File: src/hdl/pfa_pkg.sv
`default_nettype none

package pfa_pkg;

   localparam int MAX_PARTITIONS_DEF = 16;
   localparam int SIZE_BITS_DEF      = 16;

   // port widths
   localparam int CMD_W       = 2;
   localparam int IDX_PORT_W  = 4;
   localparam int SIZE_PORT_W = 16;
   localparam int CSR_DATA_W  = 5;
   localparam int CSR_IDX_W   = 1;
   localparam int MODE_W      = 2;

   // commands
   localparam logic [CMD_W-1:0] CMD_LOAD    = 2'd0;
   localparam logic [CMD_W-1:0] CMD_ALLOC   = 2'd1;
   localparam logic [CMD_W-1:0] CMD_RESTART = 2'd2;

   // placement policies
   localparam logic [MODE_W-1:0] MODE_FIRST = 2'd0;
   localparam logic [MODE_W-1:0] MODE_BEST  = 2'd1;
   localparam logic [MODE_W-1:0] MODE_NEXT  = 2'd2;

   // register indexes
   localparam logic [CSR_IDX_W-1:0] REG_FIT_MODE   = 1'b0;
   localparam logic [CSR_IDX_W-1:0] REG_PART_COUNT = 1'b1;

   localparam logic [MODE_W-1:0]     FIT_MODE_RESET   = MODE_FIRST;
   localparam logic [CSR_DATA_W-1:0] PART_COUNT_RESET = 5'd16;

endpackage

`default_nettype wire

File: src/hdl/partition_fit_allocator_core.sv
`default_nettype none

// Fixed-partition allocator with first, best and next fit placement.
// Channels: req_* carries a command (load, allocate, restart) with a
// partition index and a size; rsp_* returns one result per allocate
// (granted flag, partition index, full partition capacity). csr_* writes
// fit_mode (index 0) and partition_count (index 1), always ready; write
// only while the block is idle.
// With n = partition_count capped at MAX_PARTITIONS, an allocate scans up
// to n partitions; best fit scans them all, a first or next fit hit ends
// the scan at the partition that fits. The table sits in a single memory
// with one registered read port, scanned one partition per cycle through
// one shared subtract/compare unit. Restart rewrites every entry (space
// left = capacity) in a sweep.
// Throughput: loads are taken back to back; the next request is taken
// once an allocate's result registers, or once a restart's sweep ends.
// Reset clears used flags, next-fit pointer, registers and the result
// valid; the capacity table is undefined until loaded. A stalled rsp_ready
// holds the result; a new request is still taken, and the next allocate
// waits at its end until the output register frees up.
module partition_fit_allocator_core #(
   parameter int MAX_PARTITIONS = pfa_pkg::MAX_PARTITIONS_DEF,
   parameter int SIZE_BITS      = pfa_pkg::SIZE_BITS_DEF
) (
   input  wire logic                              clock,
   input  wire logic                              reset,
   input  wire logic                              req_valid,
   output logic                                   req_ready,
   input  wire logic [pfa_pkg::CMD_W-1:0]         req_command,
   input  wire logic [pfa_pkg::IDX_PORT_W-1:0]    req_part_index,
   input  wire logic [pfa_pkg::SIZE_PORT_W-1:0]   req_size_value,
   output logic                                   rsp_valid,
   input  wire logic                              rsp_ready,
   output logic                                   rsp_granted,
   output logic      [pfa_pkg::IDX_PORT_W-1:0]    rsp_granted_index,
   output logic      [pfa_pkg::SIZE_PORT_W-1:0]   rsp_granted_capacity,
   input  wire logic                              csr_valid,
   output logic                                   csr_ready,
   input  wire logic [pfa_pkg::CSR_IDX_W-1:0]     csr_index,
   input  wire logic [pfa_pkg::CSR_DATA_W-1:0]    csr_data
);

   localparam int IDX_W  = $clog2(MAX_PARTITIONS);
   localparam int CNT_W  = $clog2(MAX_PARTITIONS + 1);
   localparam int CDW    = pfa_pkg::CSR_DATA_W;
   localparam int CMP_W  = (CNT_W > CDW) ? CNT_W : CDW;
   localparam int PIW    = pfa_pkg::IDX_PORT_W;
   localparam int PI_W   = (CNT_W > PIW) ? CNT_W : PIW;
   localparam int OSW    = pfa_pkg::SIZE_PORT_W;
   localparam int MODE_W = pfa_pkg::MODE_W;
   localparam int WORD_W = 2 * SIZE_BITS;

   typedef enum logic [1:0] {ST_IDLE, ST_SCAN, ST_SWEEP, ST_RESP} state_type;

   state_type                  state_ff, state_in;
   logic [MODE_W-1:0]          fit_mode_ff, fit_mode_in;
   logic [CDW-1:0]             part_count_ff, part_count_in;
   logic [MAX_PARTITIONS-1:0]  used_ff, used_in;
   logic [IDX_W-1:0]           last_ff, last_in;
   logic                       last_vld_ff, last_vld_in;
   logic [CNT_W-1:0]           n_ff, n_in;
   logic [CNT_W-1:0]           k_ff, k_in;
   logic [IDX_W-1:0]           j_ff, j_in;
   logic                       rd_vld_ff, rd_vld_in;
   logic [IDX_W-1:0]           rd_idx_ff, rd_idx_in;
   logic [SIZE_BITS-1:0]       req_size_ff, req_size_in;
   logic                       found_ff, found_in;
   logic [IDX_W-1:0]           best_idx_ff, best_idx_in;
   logic [SIZE_BITS-1:0]       best_cap_ff, best_cap_in;
   logic [SIZE_BITS-1:0]       best_left_ff, best_left_in;
   logic                       rsp_valid_ff, rsp_valid_in;
   logic                       rsp_granted_ff, rsp_granted_in;
   logic [PIW-1:0]             rsp_idx_ff, rsp_idx_in;
   logic [OSW-1:0]             rsp_cap_ff, rsp_cap_in;

   logic                       mem_we;
   logic [IDX_W-1:0]           mem_waddr;
   logic [WORD_W-1:0]          mem_wdata;
   logic [WORD_W-1:0]          mem_rdata;
   logic [SIZE_BITS-1:0]       rd_cap, rd_rem;
   logic [SIZE_BITS-1:0]       unit_a, unit_diff;
   logic                       unit_ge;

   logic                       mode_best, mode_next;
   logic [CNT_W-1:0]           sat_n;
   logic [CNT_W:0]             start_w;
   logic [IDX_W-1:0]           next_start;
   logic [CNT_W-1:0]           j_inc;
   logic                       carve_hit, best_take, issue;
   logic [SIZE_BITS-1:0]       size_in;
   logic                       load_ok;

   pfa_mem #(
      .DEPTH (MAX_PARTITIONS),
      .WIDTH (WORD_W)
   ) u_mem (
      .clock   (clock),
      .wr_en   (mem_we),
      .wr_addr (mem_waddr),
      .wr_data (mem_wdata),
      .rd_addr (j_ff),
      .rd_data (mem_rdata)
   );

   pfa_sub #(
      .WIDTH (SIZE_BITS)
   ) u_sub (
      .a    (unit_a),
      .b    (req_size_ff),
      .ge   (unit_ge),
      .diff (unit_diff)
   );

   assign rd_cap    = mem_rdata[WORD_W-1:SIZE_BITS];
   assign rd_rem    = mem_rdata[SIZE_BITS-1:0];
   assign mode_best = (fit_mode_ff == pfa_pkg::MODE_BEST);
   assign mode_next = (fit_mode_ff == pfa_pkg::MODE_NEXT);
   assign unit_a    = mode_best ? rd_cap : rd_rem;

   assign sat_n = (CMP_W'(part_count_ff) > CMP_W'(MAX_PARTITIONS)) ?
                  CNT_W'(MAX_PARTITIONS) : CNT_W'(part_count_ff);
   assign start_w = (CNT_W+1)'(last_ff) + (CNT_W+1)'(1);
   assign next_start = (!last_vld_ff || start_w >= (CNT_W+1)'(sat_n)) ?
                       '0 : IDX_W'(start_w);

   assign j_inc   = CNT_W'(j_ff) + CNT_W'(1);
   assign size_in = SIZE_BITS'(req_size_value);
   assign load_ok = (PI_W'(req_part_index) < PI_W'(MAX_PARTITIONS));

   // carve policies stop at the first fit; best fit runs the whole range
   assign carve_hit = !mode_best && rd_vld_ff && unit_ge;
   assign best_take = mode_best && rd_vld_ff && unit_ge && !used_ff[rd_idx_ff] &&
                      (!found_ff || unit_diff < best_left_ff);

   always_comb begin
      state_in       = state_ff;
      fit_mode_in    = fit_mode_ff;
      part_count_in  = part_count_ff;
      used_in        = used_ff;
      last_in        = last_ff;
      last_vld_in    = last_vld_ff;
      n_in           = n_ff;
      k_in           = k_ff;
      j_in           = j_ff;
      rd_vld_in      = 1'b0;
      rd_idx_in      = j_ff;
      req_size_in    = req_size_ff;
      found_in       = found_ff;
      best_idx_in    = best_idx_ff;
      best_cap_in    = best_cap_ff;
      best_left_in   = best_left_ff;
      rsp_valid_in   = rsp_valid_ff && !rsp_ready;
      rsp_granted_in = rsp_granted_ff;
      rsp_idx_in     = rsp_idx_ff;
      rsp_cap_in     = rsp_cap_ff;
      mem_we         = 1'b0;
      mem_waddr      = rd_idx_ff;
      mem_wdata      = {rd_cap, rd_cap};
      issue          = 1'b0;

      if (csr_valid) begin
         case (csr_index)
            pfa_pkg::REG_FIT_MODE:   fit_mode_in   = csr_data[MODE_W-1:0];
            pfa_pkg::REG_PART_COUNT: part_count_in = csr_data;
            default: ;
         endcase
      end

      case (state_ff)
         ST_IDLE: begin
            if (req_valid) begin
               case (req_command)
                  pfa_pkg::CMD_LOAD: begin
                     if (load_ok) begin
                        mem_we    = 1'b1;
                        mem_waddr = IDX_W'(req_part_index);
                        mem_wdata = {size_in, size_in};
                        used_in[IDX_W'(req_part_index)] = 1'b0;
                     end
                  end
                  pfa_pkg::CMD_ALLOC: begin
                     n_in        = sat_n;
                     k_in        = '0;
                     j_in        = mode_next ? next_start : '0;
                     found_in    = 1'b0;
                     req_size_in = size_in;
                     state_in    = ST_SCAN;
                  end
                  pfa_pkg::CMD_RESTART: begin
                     used_in     = '0;
                     last_in     = '0;
                     last_vld_in = 1'b0;
                     k_in        = '0;
                     j_in        = '0;
                     state_in    = ST_SWEEP;
                  end
                  default: ;
               endcase
            end
         end

         ST_SCAN: begin
            if (carve_hit) begin
               mem_we      = 1'b1;
               mem_waddr   = rd_idx_ff;
               mem_wdata   = {rd_cap, unit_diff};
               found_in    = 1'b1;
               best_idx_in = rd_idx_ff;
               best_cap_in = rd_cap;
               if (mode_next) begin
                  last_in     = rd_idx_ff;
                  last_vld_in = 1'b1;
               end
               state_in = ST_RESP;
            end else begin
               if (best_take) begin
                  found_in     = 1'b1;
                  best_idx_in  = rd_idx_ff;
                  best_cap_in  = rd_cap;
                  best_left_in = unit_diff;
               end
               issue     = (k_ff < n_ff);
               rd_vld_in = issue;
               if (issue) begin
                  k_in = CNT_W'(k_ff + CNT_W'(1));
                  j_in = (j_inc == n_ff) ? '0 : IDX_W'(j_inc);
               end else if (!rd_vld_ff) begin
                  if (mode_best && found_ff) begin
                     used_in[best_idx_ff] = 1'b1;
                  end
                  state_in = ST_RESP;
               end
            end
         end

         ST_SWEEP: begin
            // read entry j, write it back in the next cycle with space = capacity
            mem_we    = rd_vld_ff;
            issue     = (k_ff < CNT_W'(MAX_PARTITIONS));
            rd_vld_in = issue;
            if (issue) begin
               k_in = CNT_W'(k_ff + CNT_W'(1));
               j_in = IDX_W'(j_inc);
            end else if (!rd_vld_ff) begin
               state_in = ST_IDLE;
            end
         end

         ST_RESP: begin
            if (!rsp_valid_ff || rsp_ready) begin
               rsp_valid_in   = 1'b1;
               rsp_granted_in = found_ff;
               rsp_idx_in     = found_ff ? PIW'(best_idx_ff) : '0;
               rsp_cap_in     = found_ff ? OSW'(best_cap_ff) : '0;
               state_in       = ST_IDLE;
            end
         end

         default: state_in = ST_IDLE;
      endcase
   end

   always_ff @(posedge clock) begin
      if (reset) begin
         state_ff      <= ST_IDLE;
         fit_mode_ff   <= pfa_pkg::FIT_MODE_RESET;
         part_count_ff <= pfa_pkg::PART_COUNT_RESET;
         used_ff       <= '0;
         last_ff       <= '0;
         last_vld_ff   <= 1'b0;
         rd_vld_ff     <= 1'b0;
         found_ff      <= 1'b0;
         rsp_valid_ff  <= 1'b0;
      end else begin
         state_ff       <= state_in;
         fit_mode_ff    <= fit_mode_in;
         part_count_ff  <= part_count_in;
         used_ff        <= used_in;
         last_ff        <= last_in;
         last_vld_ff    <= last_vld_in;
         n_ff           <= n_in;
         k_ff           <= k_in;
         j_ff           <= j_in;
         rd_vld_ff      <= rd_vld_in;
         rd_idx_ff      <= rd_idx_in;
         req_size_ff    <= req_size_in;
         found_ff       <= found_in;
         best_idx_ff    <= best_idx_in;
         best_cap_ff    <= best_cap_in;
         best_left_ff   <= best_left_in;
         rsp_valid_ff   <= rsp_valid_in;
         rsp_granted_ff <= rsp_granted_in;
         rsp_idx_ff     <= rsp_idx_in;
         rsp_cap_ff     <= rsp_cap_in;
      end
   end

   assign req_ready            = (state_ff == ST_IDLE);
   assign csr_ready            = 1'b1;
   assign rsp_valid            = rsp_valid_ff;
   assign rsp_granted          = rsp_granted_ff;
   assign rsp_granted_index    = rsp_idx_ff;
   assign rsp_granted_capacity = rsp_cap_ff;

endmodule

`default_nettype wire

File: src/hdl/pfa_mem.sv
`default_nettype none

module pfa_mem #(
   parameter int DEPTH = 16,
   parameter int WIDTH = 32
) (
   input  wire logic                     clock,
   input  wire logic                     wr_en,
   input  wire logic [$clog2(DEPTH)-1:0] wr_addr,
   input  wire logic [WIDTH-1:0]         wr_data,
   input  wire logic [$clog2(DEPTH)-1:0] rd_addr,
   output logic      [WIDTH-1:0]         rd_data
);

   logic [WIDTH-1:0] mem_ff [DEPTH];
   logic [WIDTH-1:0] rd_data_ff;

   always_ff @(posedge clock) begin
      if (wr_en) begin
         mem_ff[wr_addr] <= wr_data;
      end
   end

   always_ff @(posedge clock) begin
      rd_data_ff <= mem_ff[rd_addr];
   end

   assign rd_data = rd_data_ff;

endmodule

`default_nettype wire

File: src/hdl/pfa_sub.sv
`default_nettype none

// Shared subtract/compare: diff = a - b, ge when a >= b.
module pfa_sub #(
   parameter int WIDTH = 16
) (
   input  wire logic [WIDTH-1:0] a,
   input  wire logic [WIDTH-1:0] b,
   output logic                  ge,
   output logic      [WIDTH-1:0] diff
);

   logic [WIDTH:0] full;

   assign full = {1'b0, a} - {1'b0, b};
   assign ge   = ~full[WIDTH];
   assign diff = full[WIDTH-1:0];

endmodule

`default_nettype wire

File: config.mk
export PLATFORM = sky130hd
export DESIGN_NAME = partition_fit_allocator_core
export DESIGN_NICKNAME = d
export VERILOG_FILES = /design/src/hdl/pfa_pkg.sv /design/src/hdl/partition_fit_allocator_core.sv /design/src/hdl/pfa_mem.sv /design/src/hdl/pfa_sub.sv
export SDC_FILE = /design/constraint.sdc
export NUM_CORES = 1
export LEC_CHECK = 0
export ABC_AREA = 1
export BUFFER_PORTS_ARGS = -buffer_cell sky130_fd_sc_hd__buf_2
export CORE_MARGIN = 1
export CORE_UTILIZATION = 31
export CTS_CLUSTER_SIZE = 8
export DETAILED_ROUTE_END_ITERATION = 16
export SYNTH_ARGS = -nofsm -noshare
export SYNTH_HDL_FRONTEND = slang
export SYNTH_SLANG_ARGS = --single-unit
File: constraint.sdc
create_clock -name clock -period 6.2 [get_ports clock]
set_clock_uncertainty 0.2 [all_clocks]
set_input_delay 1.24 -clock clock [delete_from_list [all_inputs] [get_ports clock]]
set_output_delay 1.24 -clock clock [all_outputs]
set_load 0.005 [all_outputs]
==> impl_metrics.yaml <==
outcome:
  outcome: "completed"
synthesis:
  yosysTopAreaCellShare_pct: 63.04
  synth-seq-area-share_pct: 67.57
  dominantRegCellSynth: "sky130_fd_sc_hd__edfxtp_1"
  mappedNetlistNets: 2456
  yosys.area.top_type: "sky130_fd_sc_hd__edfxtp_1"
  synth.distinct_cells: 45
  syn_area_sq_mm: 0.02872
  synth.yosys.warnings: 0
  syn-mean-instance-area_sq_um: 12.11
  synth_cells: 2371
  synth_enable_flop_cells: 603
  synth_area_leaders: "sky130_fd_sc_hd__edfxtp_1 (63%), sky130_fd_sc_hd__o21ai_0 (4.6%), sky130_fd_sc_hd__dfxtp_1 (4.5%), sky130_fd_sc_hd__mux2i_1 (4.5%), sky130_fd_sc_hd__inv_1 (3.8%)"
  synth_async_sr_flop_share_pct: 0
  ys_seq_elements: 668
drt:
  detail_route.wirelength_mm: 74.42
  route.vias.total: 18310
  detail_route.drc_violations: 0
  viasPerCell: 4.997
  route.antenna.remaining_nets: 0
  drt_first_pass_iters: 7
  post_drt_wl_per_cell_um: 20.31
  iter_0_drt_violations: 1860
placed_design:
  final_estimated_routing_congestion_in_global_placement: 0.9204
  place.detailed.instances: 3534
  port_buffers: 55
  dp_hpwl_mm: 47.00
sta:
  final.period_utilization_pct: 75.49
  setup_viol_count_final: 0
  final_period_minus_worst_setup_slack_ns: 4.680
  hold_viol_final: 0
  finalMaxSlewViolations: 0
  timing.slew.headroom_pct: 11.95
  timing.setup.tns_ns: 0
  rsz0062_at_grt: "no"
  max_slew.worst_pin.slew_ns: 1.318
  holdWs_ns: 0.2566
  timing.fmax_ghz: 0.2137
critical_path:
  timing.critical_path.mode_cell: "sky130_fd_sc_hd__nand2_1"
  critical_path.startpoint_type: "register"
  reg2reg_from: "fit_mode_ff[1]"
  max_stage_delay_ns: 0.77
  path_buf_inv: 2
  nature_of_the_critical_path_endpoint: "register"
  startpoint_of_the_most_critical_setup_path: "fit_mode_ff[1]"
  worstSetupPathType: "reg -> reg"
  path_max_fanout: 31
  worstPathArrival_ns: 4.74
  crit_slowest_cell: "sky130_fd_sc_hd__nor2_2"
  critical-path-top-delay-family: "simple AND/OR/NAND/NOR gates"
  data_required_time_of_the_worst_path_ns: 6.26
  critical_path.cell_chain: "inv_1, nand2_1, buf_4, o21ai_0, ha_1, nand2_1, o21ai_1, nand2_1, nand3_1, nand3_1, nand2_1, xor2_1, ha_1, a21oi_1, o21ai_0, a21oi_1, nand2_1, nand2_1, nand2_1, nand2_1, nand2_1, nor2_2"
clock_network:
  cts_tree: "built"
  post_cts_setup_repair_bufs: 0
  worst_skew_pair.late_latency_ns: 0.66
  master_cell_of_the_clock_root_buffer: "sky130_fd_sc_hd__clkbuf_16"
  cts_resized: 0
  cts_sink_cnt: 668
  cts-hold-fix-buffers: 0
  reg_clk_slew_reported_paths_ns: 0.05
  cts_max_level: 3
  tritoncts_buffers: 93
  clock_buffer_depth: 3
final_layout:
  flow.area_growth_from_synthesis_pct: 14.65
  n_antenna_cell: 0
  final_net_count: 2528
  n_fill_cell: 8784
  non_filler_cells_final: 3664
  final_layout_size_suffix_gt1_share_pct: 10.05
floorplanning:
  std_cell_rows: 111
  initial_core_util_pct: 31.34
  die_w_um: 306.4
  fp.dieArea_sq_mm: 0.09388
  core-area_sq_mm: 0.09166
  fp.dieH_um: 306.4
  io_pins: 57
pwr:
  pwr-share-clk_pct: 28.8
  p_sw_w: 0.005487
  power_switching_share_pct: 35.01
  seq_power_share_pct: 41.6
  max-vdd-ir-drop_uv: 244.9
  combinational_fraction_of_design_power_pct: 29.6
  power.leakage_nw: 12.11
  power.density_cell_area_mw_per_mm2: 475.9
  internal-power_w: 0.01019
hold_path:
  worstHoldPathType: "reg -> reg"
  hold_path.startpoint: "u_mem.rd_data[16]"
global_route:
  grt_overflow_total: 0
  antenna_found_initial: 2
  grt_util_all_layers_pct: 15.61
  maximum_number_of_pins_on_one_net_before_global_route_repair: 150
  vias_in_the_first_global_route: 17454
  grt_pass1_wl_mm: 110.9
job:
  max_cap_violations: 0
==> power by group through the flow <==
stage               sequential, W  combinational [W]  clock, W
floorplan                 0.00648            0.00277         0
global placement          0.00659            0.00458         0
detailed placement        0.00660            0.00463         0
CTS                       0.00651            0.00464   0.00459
global route              0.00653            0.00506   0.00477
finish                    0.00652            0.00465   0.00451
==> per-layer routing <==
metal	track usage, %	part of all wire (%)
met3	2.482	6.3
met5	0	0
met1	21.58	45
met2	24.61	45
met4	5.860	3.1
==> cells by family after synthesis <==
family	count (synthesis)	synth area share, %
other	1	0.01306
DFF	668	67.57
buffers and inverters	416	5.807
muxes	129	4.495
AOI/OAI and AO/OA	619	12.22
adders and majority gates	52	2.291
and+or+nand+nor	469	7.087
xor gates and xnor gates	17	0.5184
==> state kept, by name, indices dropped and copies added, names as in the netlist, 2 cells and up <==
| register | count |
|---|---|
| req_size_ff | 16 |
| best_left_ff | 16 |
| rd_idx_ff | 4 |
| rsp_granted_capacity | 16 |
| u_mem.rd_data | 32 |
| rsp_granted_index | 4 |
| part_count_ff | 5 |
| last_ff | 4 |
| j_ff | 4 |
| k_ff | 5 |
| used_ff | 16 |
| state_ff | 2 |
| fit_mode_ff | 2 |
| u_mem.mem_ff | 512 |
| n_ff | 5 |
| best_idx_ff | 4 |
| best_cap_ff | 16 |
==> area by class of cell <==
class                   count  area (sq um)  area share (%)
multi-input cells        1287          7757           23.56
well taps                1186          1484           4.506
flip-flops and latches    668         19410           58.93
clock buffers             123          2440           7.409
inverters                 299          1132           3.438
clock inverters             7         105.1          0.3191
repair buffers             94         605.6           1.839
==> layout by cell type, fill, tap and decap left out, types with 30 or more instances in the layout <==
master / instances
sky130_fd_sc_hd__buf_4: 36
sky130_fd_sc_hd__o21ai_0: 261
sky130_fd_sc_hd__nand3_1: 77
sky130_fd_sc_hd__mux2i_1: 129
sky130_fd_sc_hd__nor2_1: 87
sky130_fd_sc_hd__edfxtp_1: 603
sky130_fd_sc_hd__dfxtp_1: 65
sky130_fd_sc_hd__o211ai_1: 136
sky130_fd_sc_hd__clkbuf_16: 93
sky130_fd_sc_hd__nand2_1: 238
sky130_fd_sc_hd__ha_1: 51
sky130_fd_sc_hd__a21oi_1: 198
sky130_fd_sc_hd__inv_1: 289
sky130_fd_sc_hd__clkbuf_1: 30
sky130_fd_sc_hd__buf_2: 55
==> worst register-to-register path: cells and delay by family, from the launching register on <==
| family | cells | cell delay [ns] |
|---|---|---|
| XOR/XNOR | 1 | 0.28 |
| AND/OR/NAND/NOR | 12 | 1.75 |
| adder cells (fa/ha/maj) | 2 | 0.66 |
| flip-flops | 1 | 0.30 |
| AO/OA/AOI/OAI | 5 | 0.74 |
| buffers and inverters | 2 | 0.34 |
==> synthesized netlist by cell type, types with 2 or more instances <==
master,count
sky130_fd_sc_hd__a2111oi_0,2
sky130_fd_sc_hd__a21o_1,2
sky130_fd_sc_hd__a21oi_1,198
sky130_fd_sc_hd__a21oi_2,3
sky130_fd_sc_hd__buf_1,8
sky130_fd_sc_hd__buf_2,18
sky130_fd_sc_hd__buf_4,19
sky130_fd_sc_hd__clkbuf_1,71
sky130_fd_sc_hd__clkinv_1,2
sky130_fd_sc_hd__dfxtp_1,65
sky130_fd_sc_hd__edfxtp_1,603
sky130_fd_sc_hd__ha_1,51
sky130_fd_sc_hd__inv_1,289
sky130_fd_sc_hd__inv_2,7
sky130_fd_sc_hd__mux2i_1,129
sky130_fd_sc_hd__nand2_1,238
sky130_fd_sc_hd__nand2_2,9
sky130_fd_sc_hd__nand2_4,3
sky130_fd_sc_hd__nand3_1,77
sky130_fd_sc_hd__nand4_1,7
sky130_fd_sc_hd__nor2_1,95
sky130_fd_sc_hd__nor2_2,15
sky130_fd_sc_hd__nor2_4,2
sky130_fd_sc_hd__nor3_1,18
sky130_fd_sc_hd__o211ai_1,136
sky130_fd_sc_hd__o21a_1,3
sky130_fd_sc_hd__o21ai_0,263
sky130_fd_sc_hd__o21ai_1,6
sky130_fd_sc_hd__xnor2_1,5
sky130_fd_sc_hd__xor2_1,12
==> worst paths after layout <==
kind / end / slack, ns / cells past startpoint
max: best_idx_ff[2] / 1.52 / 22
min reg2reg: best_cap_ff[0] / 0.26 / 0
max reg2reg: best_idx_ff[2] / 1.52 / 22
min: best_cap_ff[0] / 0.26 / 0
==> stage by stage <==
stage	setup WS, ns	area (sq um)	utilization (%)	total power [W]
after detailed placement	1.544	30390	33.15	0.01123
final	1.520	32930	35.93	0.01567
after floorplan	1.746	28720	-	0.009255
after CTS	1.520	32930	35.93	0.01575
after global routing	1.044	32930	35.93	0.01636
after global placement	1.653	30390	33.15	0.01118
No activity file was read; power rests on OpenSTA's default activity.
